File: src/design/skf_pkg.sv
// Shared types and constants for the scalar Kalman filter.
`timescale 1ns / 1ps
`default_nettype none

package skf_pkg;

    localparam int GAIN_BITS = 16;
    localparam int EST_BITS  = 32;
    localparam int VAR_BITS  = 32;
    localparam int OUT_W     = 48;   // estimate + gain, already whole bytes

    // 17 quotient bits (gain may reach 1.0 before saturation), 17 multiplier bits
    localparam int ITER_W    = 5;
    localparam logic [ITER_W-1:0] ITER_LAST = 5'd16;

    // configuration register indexes
    typedef enum logic [0:0] {
        CFG_PROCESS_NOISE     = 1'b0,
        CFG_MEASUREMENT_NOISE = 1'b1
    } cfg_index_t;

    // sequencer states, one-hot
    typedef enum logic [5:0] {
        ST_IDLE = 6'b000001,
        ST_SUM  = 6'b000010,
        ST_LOAD = 6'b000100,
        ST_DIV  = 6'b001000,
        ST_MUL  = 6'b010000,
        ST_UPD  = 6'b100000
    } state_t;

endpackage

`default_nettype wire

File: src/design/scalar_kalman_filter.sv
// One-dimensional fixed-point Kalman filter with an iterative divider and multiplier.
// Each sample passes through predict, load, 17 divide steps, 17 shift-add multiply
//   steps and update, in that order, with one sample in flight at a time.
// The pace is set by the 17-step restoring divider for the gain followed by the
//   17-step shift-add multiplier; the update step waits while the output is full.
// Reset (rst_n, async active low): estimate 0, variance 0.01, q 0.05, r 5.05, output empty.
`timescale 1ns / 1ps
`default_nettype none

module scalar_kalman_filter #(
    parameter int SAMPLE_BITS = 16,
    parameter int FRAC_BITS   = 16
) (
    input  wire                                clk,
    input  wire                                rst_n,
    // input stream: [SAMPLE_BITS-1:0] sample, zero padded to bytes
    input  wire                                s_axis_tvalid,
    output logic                               s_axis_tready,
    input  wire  [((SAMPLE_BITS+7)/8)*8-1:0]   s_axis_tdata,
    // output stream: [31:0] estimate, [47:32] gain
    output logic                               m_axis_tvalid,
    input  wire                                m_axis_tready,
    output logic [skf_pkg::OUT_W-1:0]          m_axis_tdata,
    // configuration write channel
    input  wire                                cfg_valid,
    output logic                               cfg_ready,
    input  wire  skf_pkg::cfg_index_t          cfg_index,
    input  wire  [skf_pkg::VAR_BITS-1:0]       cfg_data
);
    import skf_pkg::*;

    // magnitude of (sample*2^F - estimate) fits in MAG_W bits
    localparam int MAG_W   = ((SAMPLE_BITS + FRAC_BITS > EST_BITS) ?
                              (SAMPLE_BITS + FRAC_BITS) : EST_BITS) + 1;
    localparam int DIFF_W  = MAG_W + 1;
    localparam int SUM_W   = MAG_W + 2;
    localparam int PROD1_W = MAG_W + GAIN_BITS;
    localparam int PROD2_W = VAR_BITS + GAIN_BITS + 1;
    localparam int DEN_W   = VAR_BITS + 1;
    localparam int REM_W   = VAR_BITS + 2;

    localparam logic [VAR_BITS-1:0] Q_RESET =
        VAR_BITS'(((64'd1 << FRAC_BITS) + 64'd10) / 64'd20);
    localparam logic [VAR_BITS-1:0] R_RESET =
        VAR_BITS'((64'd505 * (64'd1 << FRAC_BITS) + 64'd50) / 64'd100);
    localparam logic [VAR_BITS-1:0] P_RESET =
        VAR_BITS'(((64'd1 << FRAC_BITS) + 64'd50) / 64'd100);

    // configuration
    logic [VAR_BITS-1:0] q_reg;
    logic [VAR_BITS-1:0] r_reg;

    // filter state
    logic signed [EST_BITS-1:0] est_reg;
    logic [VAR_BITS-1:0]        var_reg;

    // sequencer
    state_t              state_reg, state_next;
    logic [ITER_W-1:0]   cnt_reg;

    // working registers
    logic [SAMPLE_BITS-1:0] sample_reg;
    logic [VAR_BITS-1:0]    p_reg;
    logic                   neg_reg;
    logic [DEN_W-1:0]       den_reg;
    logic                   den_zero_reg;
    logic [REM_W-1:0]       rem_reg;
    logic [GAIN_BITS:0]     quot_reg;
    logic [GAIN_BITS-1:0]   gain_reg;
    logic [GAIN_BITS:0]     gsh_reg;     // gain bits, shifted out LSB first
    logic [GAIN_BITS:0]     ish_reg;     // (1 - gain) bits, shifted out LSB first
    logic [PROD1_W-1:0]     mc1_reg;     // |diff| << i
    logic [PROD2_W-1:0]     mc2_reg;     // p << i
    logic [PROD1_W-1:0]     acc1_reg;    // |diff| * gain + rounding half
    logic [PROD2_W-1:0]     acc2_reg;    // p * (1 - gain)

    // output register
    logic                   out_valid_reg;
    logic [OUT_W-1:0]       out_data_reg;

    logic in_fire;
    logic out_free;

    // predict: p = sat(var + q)
    logic [VAR_BITS:0]      p_sum;
    logic [VAR_BITS-1:0]    p_sat;

    // innovation
    logic signed [DIFF_W-1:0] target_ext;
    logic signed [DIFF_W-1:0] est_ext;
    logic signed [DIFF_W-1:0] diff;
    logic [DIFF_W-1:0]        diff_abs;

    // divider step
    logic                   div_ge;
    logic [REM_W-1:0]       rem_sub;
    logic [GAIN_BITS:0]     quot_fin;
    logic [GAIN_BITS-1:0]   gain_fin;

    // update
    logic [MAG_W-1:0]       step;
    logic signed [SUM_W-1:0] est_w;
    logic signed [SUM_W-1:0] step_w;
    logic signed [SUM_W-1:0] est_sum;
    logic                   ovf_pos;
    logic                   ovf_neg;
    logic [EST_BITS-1:0]    est_sat;

    assign in_fire       = s_axis_tvalid && s_axis_tready;
    assign out_free      = !out_valid_reg || m_axis_tready;
    assign s_axis_tready = (state_reg == ST_IDLE);
    assign cfg_ready     = 1'b1;
    assign m_axis_tvalid = out_valid_reg;
    assign m_axis_tdata  = out_data_reg;

    assign p_sum = {1'b0, var_reg} + {1'b0, q_reg};
    assign p_sat = p_sum[VAR_BITS] ? {VAR_BITS{1'b1}} : p_sum[VAR_BITS-1:0];

    assign target_ext = $signed({{(DIFF_W-SAMPLE_BITS){sample_reg[SAMPLE_BITS-1]}},
                                 sample_reg}) <<< FRAC_BITS;
    assign est_ext    = $signed({{(DIFF_W-EST_BITS){est_reg[EST_BITS-1]}}, est_reg});
    assign diff       = target_ext - est_ext;
    assign diff_abs   = diff[DIFF_W-1] ? (~diff + DIFF_W'(1)) : diff;

    // restoring division step: quotient bit, then shift remainder
    assign div_ge   = (rem_reg >= {1'b0, den_reg});
    assign rem_sub  = div_ge ? (rem_reg - {1'b0, den_reg}) : rem_reg;
    assign quot_fin = {quot_reg[GAIN_BITS-1:0], div_ge};
    assign gain_fin = den_zero_reg     ? '0 :
                      quot_fin[GAIN_BITS] ? {GAIN_BITS{1'b1}} :
                      quot_fin[GAIN_BITS-1:0];

    // estimate update with saturation to the signed 32-bit range
    assign step    = acc1_reg[PROD1_W-1:GAIN_BITS];
    assign est_w   = $signed({{(SUM_W-EST_BITS){est_reg[EST_BITS-1]}}, est_reg});
    assign step_w  = $signed({2'b00, step});
    assign est_sum = neg_reg ? (est_w - step_w) : (est_w + step_w);
    assign ovf_pos = !est_sum[SUM_W-1] && (|est_sum[SUM_W-2:EST_BITS-1]);
    assign ovf_neg =  est_sum[SUM_W-1] && !(&est_sum[SUM_W-2:EST_BITS-1]);
    assign est_sat = ovf_pos ? {1'b0, {(EST_BITS-1){1'b1}}} :
                     ovf_neg ? {1'b1, {(EST_BITS-1){1'b0}}} :
                     est_sum[EST_BITS-1:0];

    // sequencer
    always_comb
    begin
        state_next = state_reg;
        case (state_reg)
            ST_IDLE: if (in_fire) state_next = ST_SUM;
            ST_SUM:  state_next = ST_LOAD;
            ST_LOAD: state_next = ST_DIV;
            ST_DIV:  if (cnt_reg == ITER_LAST) state_next = ST_MUL;
            ST_MUL:  if (cnt_reg == ITER_LAST) state_next = ST_UPD;
            ST_UPD:  if (out_free) state_next = ST_IDLE;
            default: state_next = ST_IDLE;
        endcase
    end

    // control state and filter state
    always_ff @(posedge clk or negedge rst_n)
    begin
        if (!rst_n)
        begin
            state_reg     <= ST_IDLE;
            cnt_reg       <= '0;
            q_reg         <= Q_RESET;
            r_reg         <= R_RESET;
            est_reg       <= '0;
            var_reg       <= P_RESET;
            out_valid_reg <= 1'b0;
        end
        else
        begin
            state_reg <= state_next;

            if (cfg_valid && cfg_ready)
            begin
                case (cfg_index)
                    CFG_PROCESS_NOISE:     q_reg <= cfg_data;
                    CFG_MEASUREMENT_NOISE: r_reg <= cfg_data;
                    default:               q_reg <= q_reg;
                endcase
            end

            if (state_reg == ST_DIV || state_reg == ST_MUL)
                cnt_reg <= (cnt_reg == ITER_LAST) ? '0 : cnt_reg + ITER_W'(1);
            else
                cnt_reg <= '0;

            if (m_axis_tready)
                out_valid_reg <= 1'b0;

            if (state_reg == ST_UPD && out_free)
            begin
                est_reg       <= est_sat;
                var_reg       <= acc2_reg[PROD2_W-2:GAIN_BITS];
                out_valid_reg <= 1'b1;
            end
        end
    end

    // datapath (payload, no reset)
    always_ff @(posedge clk)
    begin
        if (in_fire)
            sample_reg <= s_axis_tdata[SAMPLE_BITS-1:0];

        case (state_reg)
            ST_SUM:
            begin
                p_reg   <= p_sat;
                neg_reg <= diff[DIFF_W-1];
                mc1_reg <= PROD1_W'(diff_abs[MAG_W-1:0]);
            end
            ST_LOAD:
            begin
                den_reg      <= {1'b0, p_reg} + {1'b0, r_reg};
                den_zero_reg <= (p_reg == '0) && (r_reg == '0);
                rem_reg      <= REM_W'(p_reg);
                quot_reg     <= '0;
                mc2_reg      <= PROD2_W'(p_reg);
                acc1_reg     <= PROD1_W'(1) << (GAIN_BITS - 1);
                acc2_reg     <= '0;
            end
            ST_DIV:
            begin
                rem_reg  <= {rem_sub[REM_W-2:0], 1'b0};
                quot_reg <= quot_fin;
                if (cnt_reg == ITER_LAST)
                begin
                    gain_reg <= gain_fin;
                    gsh_reg  <= {1'b0, gain_fin};
                    ish_reg  <= ((GAIN_BITS+1)'(1) << GAIN_BITS) - {1'b0, gain_fin};
                end
            end
            ST_MUL:
            begin
                if (gsh_reg[0]) acc1_reg <= acc1_reg + mc1_reg;
                if (ish_reg[0]) acc2_reg <= acc2_reg + mc2_reg;
                mc1_reg <= mc1_reg << 1;
                mc2_reg <= mc2_reg << 1;
                gsh_reg <= gsh_reg >> 1;
                ish_reg <= ish_reg >> 1;
            end
            ST_UPD:
            begin
                if (out_free)
                    out_data_reg <= {gain_reg, est_sat};
            end
            default:
            begin
                p_reg <= p_reg;
            end
        endcase
    end

    // checks
    a_accept_starts: assert property (@(posedge clk) disable iff (!rst_n)
        in_fire |=> state_reg == ST_SUM)
        else $error("accepted sample did not start a step");

    a_div_count: assert property (@(posedge clk) disable iff (!rst_n)
        (state_reg == ST_DIV || state_reg == ST_MUL) |-> cnt_reg <= ITER_LAST)
        else $error("iteration counter out of range");

    a_result_from_update: assert property (@(posedge clk) disable iff (!rst_n)
        $rose(out_valid_reg) |-> $past(state_reg == ST_UPD))
        else $error("result appeared outside the update step");

    a_variance_shrinks: assert property (@(posedge clk) disable iff (!rst_n)
        (state_reg == ST_UPD && out_free) |=> var_reg <= $past(p_reg))
        else $error("updated variance exceeds predicted variance");

endmodule

`default_nettype wire
File: config.mk
export PLATFORM = sky130hd
export DESIGN_NAME = scalar_kalman_filter
export DESIGN_NICKNAME = d
export VERILOG_FILES = /design/src/design/skf_pkg.sv /design/src/design/scalar_kalman_filter.sv
export SDC_FILE = /design/constraint.sdc
export NUM_CORES = 1
export LEC_CHECK = 0
export BUFFER_PORTS_ARGS = -buffer_cell sky130_fd_sc_hd__buf_2
export CAP_MARGIN = 5
export CORE_AREA = 2 2 286 288
export CTS_BUF_LIST = sky130_fd_sc_hd__clkbuf_8
export DETAILED_ROUTE_END_ITERATION = 16
export DIE_AREA = 0 0 288 290
export SYNTH_ARGS = -nofsm -noshare
export SYNTH_HDL_FRONTEND = slang
export SYNTH_SLANG_ARGS = --single-unit
File: constraint.sdc
create_clock -name clk -period 8.08 [get_ports clk]
set_input_delay 2.424 -clock clk [delete_from_list [all_inputs] [get_ports clk]]
set_output_delay 2.424 -clock clk [all_outputs]
set_load 0.05 [all_outputs]
==> metrics <==
Worst path max stage delay=1.10 ns; R2R Setup Slk=2.08 ns; Area after DPL=37500 sq um; Core Region=80200 sq um; dpl hpwl=70600 microns; Total Power=10.3 mW; fin. max-slew vios=0; startpoint types=register; Max Cap Violations=0; wire length per cell=19.3 microns; fill count=7725; P per Cell Area=260 nW/um^2; P_leak=16.3 nW; CP arrival=6.53 ns; CTS tree=built; largest net degree at the start of global routing=99; Slew headroom=15.1%; area of the multi-input gates=18600 sq um; Hold Slack=0.419 ns; synthesized area=36000 sq um; post-synthesis sequential area ratio=45.2%; post-layout min period=6.00 ns; H-Tree Level Count=3; number of global-route vias before repair=26700; hold depth=0; Vias=27800; Register-to-Register Path Depth=13; I/O pins=105; most common cell after layout, fill and taps aside=nand2_1; input/output buffers=103; die extent in y=290 microns; final WL=96200 microns; Hold Buf Count CTS=0; Critical Path RT=8.61 ns; Initial Util=44.9%; crit path max-delay cell type=edfxtp_1; # nets final=4139; net count after synthesis=4040; outcome=finished, final reports clean; Top FF cell, synth=edfxtp_1; fin crit share=74.3%; router iterations before antenna repair=5; CTS root buf=clkbuf_8; CP cell instances=mux2i_1 -> fa_1 -> a211oi_1 -> o211ai_1 -> a41oi_1 -> o211ai_1 -> a211oi_1 -> a21oi_1 -> xnor2_1 -> a31oi_1 -> buf_4 -> nor2_1 -> a22oi_1; Worst-Skew Late Latency=0.77 ns; DR iter-0 viols=1926; Post-CTS Resized=0; Global Route Usage Sum=22.9%; Syn Area/Cell=9.65 sq um; Worst Max-Slew Pin Slew=1.24 ns; Die W=288 microns; Cells after Synth=3733; min-delay src=gain_reg[11]$_DFFE_PP_; warnings from Yosys=0; Sink Count=564; register area=16300 sq um; Post-synth EDFFs=424; share of the synthesized area in the top cell type=35.4%; top post-synthesis cells by area=edfxtp_1, ha_1, dfrtp_1, nand2_1, xnor2_1; layout cell share with drive strength beyond 1=10.6%; Largest delay share family, worst path=compound AO/OA/AOI/OAI gates; hold endpoint=m_axis_tdata[43]$_DFFE_PP_; setup bufs post-CTS=0; cell taking the most area after synthesis=edfxtp_1; first-pass GRT wire length=152000 microns; Final Skew=0.0616 ns; crit path capture type=register; Distinct cells, synth=89; reg2reg end=est_reg[20]$_DFFE_PN0P_; detailed-route DRC error count=0; global route total overflow=0; Die ar.=83500 sq um; Setup TNS=0 ns; Buf/Inv on CP=1; final setup fails=0; final-report hold violation count=0; initial antenna violation count=1; peak supply drop=189 uV; worst min-delay path category=register to register; Max Clk Rate=0.167 GHz; ys async rst share=24.8%; Crit Path Max Fanout=34; Reg clk slew, reported paths=0.06 ns; Worst R2R Start=neg_reg$_DFFE_PP_; final std cells w/o fill=4981; placed insts=4786; RSZ-0062 raised after global routing=no; crit path from=neg_reg$_DFFE_PP_; most frequent cells in the layout=nand2_1, edfxtp_1, nor2_1, a21oi_1, ha_1; via/cell ratio=5.59; kind of critical path=register to register; row count=104; DRT antenna net count=0; CTS buffer count=104; area grow syn2layout=10.2%; FF+latch count, synth=564; final instance area=39700 sq um; Clock Tree Buf Depth=3; gpl congestion=0.926
power by group:
part	internal (mW)	total, mW	switching (mW)	leakage (nW)
Combinational	1.40	3.56	2.16	9.61
Sequential	3.63	3.93	0.301	5.47
Clock	1.53	2.83	1.31	1.22
Yosys cell counts (53+ instances only):
| cell | n |
|---|---|
| a21o_1 | 118 |
| a21oi_1 | 310 |
| a31oi_1 | 53 |
| and2_1 | 71 |
| clkbuf_1 | 108 |
| dfrtp_1 | 117 |
| edfxtp_1 | 424 |
| ha_1 | 247 |
| inv_1 | 154 |
| mux2_2 | 66 |
| nand2_1 | 515 |
| nand3_1 | 65 |
| nor2_1 | 356 |
| nor3_1 | 61 |
| o21ai_0 | 186 |
| xnor2_1 | 178 |
| xor2_1 | 96 |
worst reg2reg max path: cells and delay by family, from the launching register on:
family	cells	cell delay [ns]
multiplexers	1	0.29
buffers and inverters	1	0.19
XOR/XNOR	1	0.40
AND/OR/NAND/NOR	1	0.84
AO/OA/AOI/OAI	8	2.48
adder cells (fa/ha/maj)	1	0.51
flip-flops	1	1.10
per-stage QoR:
stage | utilization, % | worst slack (ns)
floorplan | - | 3.08
global placement | 46.8 | 2.25
detailed placement | 46.8 | 2.21
CTS | 49.5 | 2.17
global route | 49.5 | 1.63
finish | 49.5 | 2.08
final cells by class:
cell class | count | share of cell area, %
repair buffers | 129 | 1.81
flip-flops and latches | 564 | 41.0
inverters | 154 | 1.46
multi-input cells | 2879 | 47.0
diodes | 1 | 0.00631
clock inverters | 78 | 1.39
well taps | 1060 | 3.34
clock buffers | 116 | 4.02
metal layers:
| metal | routed length, microns | share of wire [%] | global-route usage, % | up-vias |
|---|---|---|---|---|
| li1 | - | - | - | 13800 |
| met3 | 4340 | 4.5 | 2.56 | 133 |
| met4 | 2160 | 2.2 | 6.76 | 0 |
| met1 | 46900 | 49 | 33.9 | 13300 |
| met2 | 42800 | 44 | 35.0 | 636 |
| met5 | 0 | 0 | 0 | - |
cell families (layout without fill, tap and decap cells):
| kind of cell | Yosys count | in the layout | share of synthesized area, % |
|---|---|---|---|
| AO/OA/AOI/OAI | 939 | 939 | 16.5 |
| XOR/XNOR | 274 | 274 | 6.66 |
| adder cells (fa/ha/maj) | 253 | 253 | 8.92 |
| buffers and inverters | 290 | 477 | 3.22 |
| flip-flops | 564 | 564 | 45.2 |
| multiplexers | 87 | 87 | 2.65 |
| other | 1 | 2 | 0.0104 |
| AND/OR/NAND/NOR | 1325 | 1325 | 16.9 |
how the worst max path moves through the flow:
stage / endpoint / slack, ns / depth (start not counted)
2_1_floorplan: m_axis_tdata[0]$_DFFE_PP_ / 3.08 / 5
3_3_place_gp: est_reg[26]$_DFFE_PN0P_ / 2.25 / 13
3_5_place_dp: est_reg[20]$_DFFE_PN0P_ / 2.21 / 17
4_1_cts: est_reg[20]$_DFFE_PN0P_ / 2.17 / 13
5_1_grt: est_reg[15]$_DFFE_PN0P_ / 1.63 / 12
6_report: est_reg[20]$_DFFE_PN0P_ / 2.08 / 13
Power figures use the tool's default switching activity.
